`config.mk`:
```
export PLATFORM = sky130hd
export DESIGN_NAME = cfrem_rule_cell
export DESIGN_NICKNAME = d
export VERILOG_FILES = /design/src/hw/rtl/cfrem_pkg.sv /design/src/hw/rtl/cfrem_rule_cell.sv
export SDC_FILE = /design/constraint.sdc
export NUM_CORES = 1
export LEC_CHECK = 0
export BUFFER_PORTS_ARGS = -buffer_cell sky130_fd_sc_hd__buf_2
export CORE_MARGIN = 2
export CORE_UTILIZATION = 52
export DETAILED_ROUTE_END_ITERATION = 6
export HOLD_SLACK_MARGIN = 0.06
export PLACE_DENSITY_LB_ADDON = 0.3
export SYNTH_ARGS = -nofsm -noshare
export SYNTH_HDL_FRONTEND = slang
export SYNTH_SLANG_ARGS = --single-unit
```
`constraint.sdc`:
```
create_clock -name clk -period 3.55 [get_ports clk]
set_clock_uncertainty 0.1 [all_clocks]
set_input_delay 0.355 -clock clk [delete_from_list [all_inputs] [get_ports clk]]
set_output_delay 0.355 -clock clk [all_outputs]
set_load 0.02 [all_outputs]
```
`src/hw/rtl/cfrem_pkg.sv`:
```
// ----------------------------------------------------------------------------
// cfrem_pkg - shared types and constants of the CAN frame rule edge matcher
// Request/result payload structs, write bus, the token handed between rule
// cells, and sizing constants.
// ----------------------------------------------------------------------------
package cfrem_pkg;

  localparam int RULES = 16;
  localparam int CONDS = 4;

  localparam int RIDX_W     = (RULES > 1) ? $clog2(RULES) : 1;
  localparam int NCNT_W     = $clog2(RULES + 1);
  localparam int CCNT_W     = $clog2(CONDS + 1);
  localparam int SLOT_CMP_W = (RIDX_W > 4) ? RIDX_W : 4;
  localparam int RCNT_CMP_W = (NCNT_W > 5) ? NCNT_W : 5;

  localparam logic [15:0] TIMEOUT_RESET = 16'd5000;
  localparam logic [3:0]  MAX_LEN       = 4'd8;

  localparam logic [1:0] OP_FRAME = 2'd0;
  localparam logic [1:0] OP_HDR   = 2'd1;
  localparam logic [1:0] OP_COND  = 2'd2;
  localparam logic [1:0] OP_POLL  = 2'd3;

  localparam logic [1:0] CFG_RULE_COUNT = 2'd0;
  localparam logic [1:0] CFG_TIMEOUT    = 2'd1;

  typedef struct packed {
    logic [1:0]  opcode;
    logic [28:0] frame_id;
    logic        extended;
    logic [3:0]  length;
    logic [63:0] payload;
    logic [31:0] now_ms;
    logic [3:0]  rule_slot;
    logic [1:0]  cond_slot;
    logic [3:0]  cond_byte;
    logic [7:0]  cond_mask;
    logic [7:0]  cond_value;
    logic        falling_edge;
  } req_t;

  typedef struct packed {
    logic        engaged;
    logic        event_valid;
    logic [3:0]  event_rule;
    logic [15:0] match_states;
  } res_t;

  typedef struct packed {
    logic [3:0] pos;
    logic [7:0] mask;
    logic [7:0] value;
  } cond_t;

  typedef struct packed {
    logic              hdr_en;
    logic              cond_en;
    logic [3:0]        rule_slot;
    logic [1:0]        cond_slot;
    logic [28:0]       ident;
    logic              ext;
    logic              pol;
    logic [CCNT_W-1:0] count;
    cond_t             cond;
  } wr_t;

  typedef struct packed {
    logic              valid;
    logic              is_poll;
    logic [28:0]       id;
    logic              ext;
    logic [3:0]        len;
    logic [63:0]       payload;
    logic [NCNT_W-1:0] n;
    logic              rise;
    logic              found;
    logic [RIDX_W-1:0] found_rule;
  } tok_t;

endpackage

```
`src/hw/rtl/cfrem_rule_cell.sv`:
```
// ----------------------------------------------------------------------------
// cfrem_rule_cell - one rule slot of the matcher chain
// Holds one rule and its match/event flags, evaluates the passing frame or
// poll token and hands the updated token to the next cell.
// ----------------------------------------------------------------------------
module cfrem_rule_cell (
  input  logic                        clk,
  input  logic                        rst,
  input  logic [cfrem_pkg::RIDX_W-1:0] cell_index,
  input  cfrem_pkg::wr_t              wr,
  input  cfrem_pkg::tok_t             tok_in,
  output cfrem_pkg::tok_t             tok_out,
  output logic                        matched
);

  logic [28:0]                  ident;
  logic                         ext;
  logic                         pol;
  logic [cfrem_pkg::CCNT_W-1:0] cnt;
  cfrem_pkg::cond_t             conds [cfrem_pkg::CONDS];
  logic                         event_flag;

  logic            sel;
  logic            active;
  logic            hit;
  logic            holds;
  logic            poll_take;
  logic            rise_here;
  logic            fall_here;
  cfrem_pkg::tok_t tok_next;

  assign sel = ({{(cfrem_pkg::SLOT_CMP_W - 4){1'b0}}, wr.rule_slot} ==
                cfrem_pkg::SLOT_CMP_W'(cell_index));

  always_comb begin
    logic [7:0] b;
    holds = 1'b1;
    for (int c = 0; c < cfrem_pkg::CONDS; c++) begin
      b = tok_in.payload[{conds[c].pos[2:0], 3'b000} +: 8];
      if (cfrem_pkg::CCNT_W'(c) < cnt) begin
        if (conds[c].pos >= tok_in.len || (b & conds[c].mask) != conds[c].value) begin
          holds = 1'b0;
        end
      end
    end
  end

  assign active    = tok_in.valid &&
                     (cfrem_pkg::NCNT_W'(cell_index) < tok_in.n);
  assign hit       = active && !tok_in.is_poll && ident == tok_in.id && ext == tok_in.ext;
  assign rise_here = hit && !pol && !matched && holds;
  assign fall_here = hit && pol && matched && !holds;
  assign poll_take = active && tok_in.is_poll && !tok_in.found && event_flag;

  always_comb begin
    tok_next = tok_in;
    if (rise_here) begin
      tok_next.rise = 1'b1;
    end
    if (poll_take) begin
      tok_next.found      = 1'b1;
      tok_next.found_rule = cell_index;
    end
  end

  always_ff @(posedge clk) begin
    if (wr.hdr_en && sel) begin
      ident <= wr.ident;
      ext   <= wr.ext;
      pol   <= wr.pol;
      cnt   <= wr.count;
    end
    for (int c = 0; c < cfrem_pkg::CONDS; c++) begin
      if (wr.cond_en && sel && {2'b00, wr.cond_slot} == 4'(c)) begin
        conds[c] <= wr.cond;
      end
    end
  end

  always_ff @(posedge clk) begin
    if (rst) begin
      matched       <= 1'b0;
      event_flag    <= 1'b0;
      tok_out.valid <= 1'b0;
    end else begin
      tok_out <= tok_next;
      if (wr.hdr_en && sel) begin
        matched    <= 1'b0;
        event_flag <= 1'b0;
      end else begin
        if (hit) begin
          matched <= holds;
        end
        if (rise_here || fall_here) begin
          event_flag <= 1'b1;
        end else if (poll_take) begin
          event_flag <= 1'b0;
        end
      end
    end
  end

endmodule

```
==> flow_summary.ini, run 1 <==
[detailed_routing]
drt_pre_antenna_iters = 4
vias = 7645
drcViolationCount = 0
via_per_inst = 5.536
drt_iter0_drc = 558
wirelength_um = 30090
ant_nets = 0
route.detailed.wl_per_inst_um = 21.79

[critical_path]
r2r_slack_ps = 160
criticalPathCategory = register to register
cp.required_ps = 3910
arrival_ps = 3750
cp_max_fo = 7
crit_path_start_kind = register
crit_path_end_kind = register

[synth]
synth_top_area_share_pct = 65.29
synth.most_common_cell = edfxtp_1
synth_cell_types = 57
synth_area_per_cell_um2 = 17.61
synth_commonest_cells = edfxtp_1, mux4_2, xor2_1
yosys-top-cells-area = edfxtp_1, mux4_2, xor2_1, mux2_2, ha_1
synth.net_count = 783
ys.flop_type = edfxtp_1
postSynth.asyncResetShare_pct = 0
ys_seq_area_share_pct = 65.87
synth-seq-cells = 227
synth_edf_count = 224
yosysWarnings = 0
synth_area_um2 = 10300
yosysTopAreaCell = edfxtp_1
syn_inst = 585

[hold_path]
holdCritPathClass = input port to register

[cells_and_area]
syn2layout_area_growth_pct = 44.40
finish.utilization_pct = 76.44
drive_above_1_share_pct = 41.20
fin_area_um2 = 14880
fin_cells = 1381
nNetsFinal = 1294

[clock_network]
cts_buffers = 25
htreeDepth = 1
ctsRootBufferMaster = clkbuf_16
clk_path_buf_depth = 3
insertion_delay_ps = 520
tritoncts = done
path_clk_slew_ps = 70
cts.sinks = 227

[place]
place_area_um2 = 12280
routabilityCongestion = 0.8956
place_inst = 1155
io_buffers = 290
dpl.hpwl_um = 18350

[grt]
grt_pass1_vias = 7890
gr-total-overflow = 0
grt_first_pass_wirelength_um = 43800
grt_usage_pct = 28.16
grt_antenna_before_repair = 2
grt_max_degree = 111

[sta]
hold_ws_ps = 82.98
setup_viol = 0
fin_crit_sh_pct = 95.52
period_minus_slack_ps = 3391
relSlewSlack_pct = 57.19
slew_viol_final = 0
hold_viol = 0
tightest_slew_ps = 642.2
fmax_mhz = 294.9

[power]
pwr_density_cell_nw_per_um2 = 436.4
clock_power_share_pct = 39.4
swShare_pct = 23.21
p_sw_mw = 1.506
seqPwrFrac_pct = 48.2
ir_worst_vdd_uv = 309.8
power_frac_comb_pct = 12.5
p_leak_nw = 5.953
p_int_mw = 4.985
power_mw = 6.492

[floorplan]
die_w_um = 144.8
rows = 51
die_h_um = 144.8
dieArea_um2 = 20950
start_util_pct = 52.93
io_pins = 291
core_area_um2 = 19460

[flow_run]
max_cap_viol_count = 0

[run_status]
status = finished, final reports clean
power by group through the flow:
stage | Sequential (mW) | Clock [mW] | Combinational, mW
2_1_floorplan | 3.32 | 0 | 0.188
3_3_place_gp | 3.17 | 0 | 0.632
3_5_place_dp | 3.17 | 0 | 0.641
4_1_cts | 3.12 | 2.56 | 0.786
5_1_grt | 3.14 | 2.67 | 0.865
6_report | 3.13 | 2.56 | 0.810
layout by cell type (no fill, tap or decap), types with 3 or more instances in the layout:
master         instances
buf_2                290
edfxtp_1             224
dlygate4sd3_1        166
mux4_2                45
xor2_1                44
buf_4                 41
mux2_2                29
nand2_1               27
clkbuf_16             26
ha_1                  19
mux2i_1               16
inv_1                 15
xnor2_1               14
nor2_1                11
a21o_1                10
nor4_1                 9
mux4_1                 8
a21oi_1                7
nand3_1                7
nand2b_1               6
and3_1                 6
clkinv_2               6
o21ai_0                5
nand4_1                5
nor2b_1                4
nor3_1                 4
o31ai_1                4
clkbuf_1               4
or4_1                  3
nand3b_1               3
o22ai_1                3
o2111ai_1              3
clkinv_1               3
bufinv_16              3
dfxtp_1                3
buf_12                 3
what timing repair did:
| action | in CTS | in global routing |
|---|---|---|
| buffers inserted | 2 | 10 |
| setup endpoints to repair | 1 | 2 |
| gates cloned | 0 | 1 |
| hold endpoints to repair | 225 | 0 |
| pin swaps | 0 | 3 |
| hold buffers | 166 | 0 |
| gates resized for setup | 0 | 4 |
critical path: stages (launching register included):
cell and delay (ps):
edfxtp_1 410, buf_12 150, buf_8 130, mux4_1 530
mux2_2 290, a21oi_2 150, o22ai_1 90, nor4_2 370
nand4_1 180, o31a_1 320, or4_1 500, nand3_1 90
cell type report:
type / instances / area, um2
sequential: 227 / 6787
fill: 1087 / 4586
timing repair buffer: 502 / 3521
multi-input combinational: 324 / 3364
clock buffer: 29 / 640.6
tap: 265 / 331.6
clock inverter: 16 / 165.2
inverter: 16 / 62.56
antenna: 2 / 5.005
layer usage:
| layer | GRT usage (%) | share of wire (%) | vias to the layer above |
|---|---|---|---|
| met5 | 0 | 0 | - |
| met4 | 9.760 | 3.3 | 0 |
| met3 | 5.331 | 8.4 | 68 |
| met2 | 50.32 | 51 | 476 |
| met1 | 34.37 | 37 | 3713 |
| li1 | - | - | 3388 |
cells by family (layout without fill, tap and decap cells):
logic type,Yosys count,in the layout,synth area share [%]
other,0,2,0
adders and majority gates,19,19,2.308
DFF,227,227,65.87
AOI/OAI and AO/OA,51,51,3.559
muxes,98,98,16.64
and+or+nand+nor,98,98,5.113
xor gates and xnor gates,58,58,4.931
buffers and inverters,34,563,1.579
final timing paths:
path | from | endpoint | depth (start not counted)
worst min register to register | event_flag | event_flag | 2
worst max register to register | conds[0][17] | event_flag | 11
worst max-delay path | conds[0][17] | event_flag | 11
worst min-delay path | cell_index[0] | tok_out[0] | 2
state kept, by name (all words and copies together) (netlist names):
| signal | count |
|---|---|
| cnt | 3 |
| conds | 80 |
| event_flag | 1 |
| ext | 1 |
| ident | 29 |
| matched | 1 |
| pol | 1 |
| tok_out | 111 |
metrics by stage:
stage                     TNS (ps)  setup slack [ps]
after floorplan                  0             344.3
after global placement           0             74.56
after detailed placement    -30.72            -30.72
after CTS                        0             72.71
after global routing        -16.60            -16.60
final                            0             158.9
(Power assumes the default switching activity.)
==> run 2, diff against run 1 <==
CORE_UTILIZATION = 35   (was 52)
==> flow_summary.ini, run 2 (synthesis results as in run 1) <==
[detailed_routing]
vias = 7424
route.detailed.wl_per_inst_um = 20.54
drcViolationCount = 0
ant_nets = 0
wirelength_um = 30730
drt_pre_antenna_iters = 5
drt_iter0_drc = 574
via_per_inst = 4.963

[clock_network]
cts.sinks = 227
insertion_delay_ps = 540
tritoncts = done
cts_buffers = 26
htreeDepth = 1
path_clk_slew_ps = 60
clk_path_buf_depth = 3
ctsRootBufferMaster = clkbuf_16

[cells_and_area]
finish.utilization_pct = 52.22
fin_area_um2 = 15070
mostFrequentLayoutCells = buf_2, edfxtp_1, dlygate4sd3_1
final_common_cell = buf_2
top_regs = tok_out (111), conds (80), ident (29)
regMostFlops = tok_out
drive_above_1_share_pct = 40.72
fin_cells = 1496
largest_reg_flops = 111
nNetsFinal = 1290
syn2layout_area_growth_pct = 46.28
fill_cells = 2368

[grt]
grt_first_pass_wirelength_um = 45810
grt_max_degree = 89
grt_antenna_before_repair = 2
gr-total-overflow = 0
grt_usage_pct = 19.67
busiest_layer = met2
grtUsageMet1_pct = 23.93
met3_usage_pct = 4.654
grt_use_met2_pct = 35.12
grt_pass1_vias = 7879

[sta]
fmax_mhz = 292.3
tns_ps = 0
worst_slack_ps = 129.0
fin_crit_sh_pct = 96.37
setup_viol = 0
hold_viol = 0
period_minus_slack_ps = 3421
slew_viol_final = 0
relSlewSlack_pct = 55.23
tightest_slew_ps = 665.4

[floorplan]
start_util_pct = 35.70
die_h_um = 175.6
io_pins = 291
dieArea_um2 = 30820
rows = 62
core_area_um2 = 28860
die_w_um = 175.6

[hold_path]
min_path_cells = 2
worstHoldStart = cell_index[0]
holdPathEnd = tok_out[0]
holdCritPathClass = input port to register

[critical_path]
crit_path_end_kind = register
worstPathCellList = buf_4 > buf_4 > mux2i_1 > a221o_1 > o21ai_1 > or4b_4 > nor4_4 > nand4_1 > o31a_1 > or4_1 > nand3_1
path_common_cell = buf_4
r2r_start = conds[0][17]
criticalPathCategory = register to register
r2r_slack_ps = 130
path_buf_inv = 2
critPathSlowestCell = or4_1
reg2reg_depth = 11
cp.required_ps = 3920
crit_path_start_kind = register
crit_family = simple AND/OR/NAND/NOR gates
r2r_end = event_flag
arrival_ps = 3790
cp_max_fo = 3
slowest_delay_ps = 500

[place]
dpl_worst_slack_ps = -18.23
dpl.hpwl_um = 20860
routabilityCongestion = 0.8228
place_area_um2 = 12490
place_inst = 1277
io_buffers = 290

[power]
ir_worst_vdd_uv = 372.1
pwr_density_cell_nw_per_um2 = 438.4
p_leak_nw = 5.962

[flow_run]
max_cap_viol_count = 0

[run_status]
status = finished, final reports clean
## run 2: metrics by stage
step	total power [mW]	hold WS, ps
floorplan	3.505	326.6
global placement	3.824	433.3
detailed placement	3.832	433.1
CTS	6.659	60.22
global route	6.819	92.65
finish	6.608	92.13
## run 2: layout make-up
cell class | instances | area (um2) | area share [%]
diodes | 2 | 5.005 | 0.03321
repair buffers | 497 | 3498 | 23.21
flip-flops and latches | 227 | 6787 | 45.03
well taps | 384 | 480.5 | 3.188
inverters | 16 | 62.56 | 0.4151
clock inverters | 15 | 160.2 | 1.063
multi-input cells | 324 | 3387 | 22.47
clock buffers | 31 | 690.7 | 4.583
## run 2: worst max-delay path by stage
stage | startpoint | slack [ps] | endpoint | cells after the start
after floorplan | conds[2][17] | 340 | event_flag | 11
final | conds[0][17] | 130 | event_flag | 11
after global placement | conds[0][17] | 50 | event_flag | 10
after global routing | conds[0][17] | -4 | matched | 12
after detailed placement | conds[0][17] | -20 | matched | 11
after CTS | conds[1][16] | 10 | matched | 11
## run 2: metal layers
| metal | wire length [um] | share of wire (%) |
|---|---|---|
| met2 | 15410 | 50 |
| met1 | 11930 | 39 |
| met4 | 794 | 2.6 |
| met5 | 16 | 0.052 |
| met3 | 2575 | 8.4 |
## run 2: report_power, final
part / internal [mW] / switching, mW
registers: 3.08 / 0.0360
clock network: 1.60 / 1.08
logic: 0.386 / 0.423
total: 5.07 / 1.54
## run 2: repair_timing
action	in CTS	in global routing
pin swaps	1	3
endpoints found under the setup margin	2	3
endpoints found under the hold margin	225	0
hold buffers	167	0
buffers inserted	3	1
resized for setup	0	5
==> run 3, diff against run 2 <==
BUFFER_PORTS_ARGS = -buffer_cell sky130_fd_sc_hd__buf_4   (was -buffer_cell sky130_fd_sc_hd__buf_2)
CORE_MARGIN = default   (was 2)
==> flow_summary.ini, run 3 (synthesis results as in run 1) <==
[run_status]
status = finished, final reports clean

[critical_path]
crit_path_start_kind = input port
crit_start = tok_in[7]
criticalPathCategory = input port to register
r2r_start = conds[0][17]
cp_max_fo = 5
r2r_end = event_flag
crit_path_end_kind = register
r2r_slack_ps = 180
arrival_ps = 3570
cp.required_ps = 3720
reg2reg_depth = 10
crit_end = tok_out[3]

[clock_network]
ctsRootBufferMaster = clkbuf_16
cts.sinks = 227
tritoncts = done
cts_buffers = 26
htreeDepth = 1
clk_path_buf_depth = 3
insertion_delay_ps = 530
path_clk_slew_ps = 60

[detailed_routing]
via_per_inst = 4.881
vias = 7288
drt_iter0_drc = 510
drt_pre_antenna_iters = 5
drcViolationCount = 0
wirelength_um = 29950
ant_nets = 0
route.detailed.wl_per_inst_um = 20.06

[cells_and_area]
top_regs = tok_out (111), conds (80), ident (29)
mostFrequentLayoutCells = buf_4, edfxtp_1, dlygate4sd3_1
drive_above_1_share_pct = 40.25
syn2layout_area_growth_pct = 53.27
finish.utilization_pct = 54.72
largest_reg_flops = 111
regMostFlops = tok_out
nNetsFinal = 1287
final_common_cell = buf_4

[floorplan]
die_w_um = 173.6
rows = 62
start_util_pct = 35.70
core_area_um2 = 28860
dieArea_um2 = 30120
die_h_um = 173.6
io_pins = 291

[power]
pwr_density_cell_nw_per_um2 = 434.2
ir_worst_vdd_uv = 409.9
p_leak_nw = 6.189
power_mw = 6.857

[grt]
grt_max_degree = 60
gr-total-overflow = 0
grt_first_pass_wirelength_um = 45380
grt_antenna_before_repair = 1
grt_usage_pct = 19.80
grt_pass1_vias = 7798

[hold_path]
holdCritPathClass = input port to register

[place]
routabilityCongestion = 0.8192
io_buffers = 290
dpl.hpwl_um = 20630

[sta]
fmax_mhz = 294.5
relSlewSlack_pct = 45.00
tightest_slew_ps = 824.9
rsz0062_at_grt = no
hold_ws_ps = 214.6
period_minus_slack_ps = 3396
fin_crit_sh_pct = 95.65
setup_viol = 0
slew_viol_final = 0
tns_ps = 0
hold_viol = 0

[flow_run]
max_cap_viol_count = 0
run 3: cell types whose count changed in the layout (fill, tap and decap cells not counted), sizes merged:
cell / change
inv: -1
clkbuf: +2
diode: -1
buf: -6
clkinvlp: +2
clkinv: -4
bufinv: +2
dlygate4sd3: +3
run 3: power by group:
part           leakage, nW  internal (mW)  switching, mW
clock                0.424           1.75           1.06
sequential            2.13           3.09         0.0418
combinational         3.64          0.495          0.426
run 3: critical path, stage by stage:
cell           delay [ps]
dlygate4sd3_1         540
buf_4                 140
inv_1                  50
ha_1                  220
a21o_1                180
a21o_1                180
a21oi_1               200
o21ai_0               170
nor3b_1               330
nand2_1               280
mux2_2                350
dlygate4sd3_1         580
run 3: area by class of cell:
| type | instances | area (um2) |
|---|---|---|
| inverter | 16 | 62.56 |
| clock inverter | 14 | 205.2 |
| antenna | 1 | 2.502 |
| multi-input combinational | 324 | 3371 |
| timing repair buffer | 494 | 4184 |
| sequential | 227 | 6787 |
| fill | 2326 | 13070 |
| clock buffer | 33 | 698.2 |
| tap | 384 | 480.5 |
run 3: through the flow:
stage / instance area (um2) / instances / setup slack, ps
finish: 15790 / 1493 / 154.3
global placement: 13150 / 1271 / -33.89
detailed placement: 13150 / 1271 / -9.990
floorplan: 10300 / 585 / 344.3
CTS: 15750 / 1488 / 28.38
global route: 15790 / 1493 / 4.210
run 3: what timing repair did:
action                     4_1_cts  5_1_grt
setup endpoints to repair        1        2
hold endpoints to repair       225        0
gates resized for setup          1        2
pin swaps                        0        3
buffers inserted                 0        4
hold buffers                   170        0
gates cloned                     0        0
run 3: worst min path at each step:
stage,start,endpoint,slack (ps),cells after the start
CTS,wr[61],matched,210,4
finish,wr[61],matched,210,4
detailed placement,event_flag,event_flag,430,2
global route,wr[61],matched,230,4
floorplan,rst,tok_out[110],330,1
global placement,wr[52],ident[27],430,1
run 3: per-layer routing:
| layer | vias up | GRT usage, % | share of wire (%) |
|---|---|---|---|
| li1 | 3368 | - | - |
| met1 | 3512 | 23.95 | 39 |
| met2 | 361 | 34.81 | 50 |
| met3 | 47 | 4.956 | 8.0 |
| met4 | 0 | 5.678 | 2.3 |
| met5 | - | 0 | 0 |
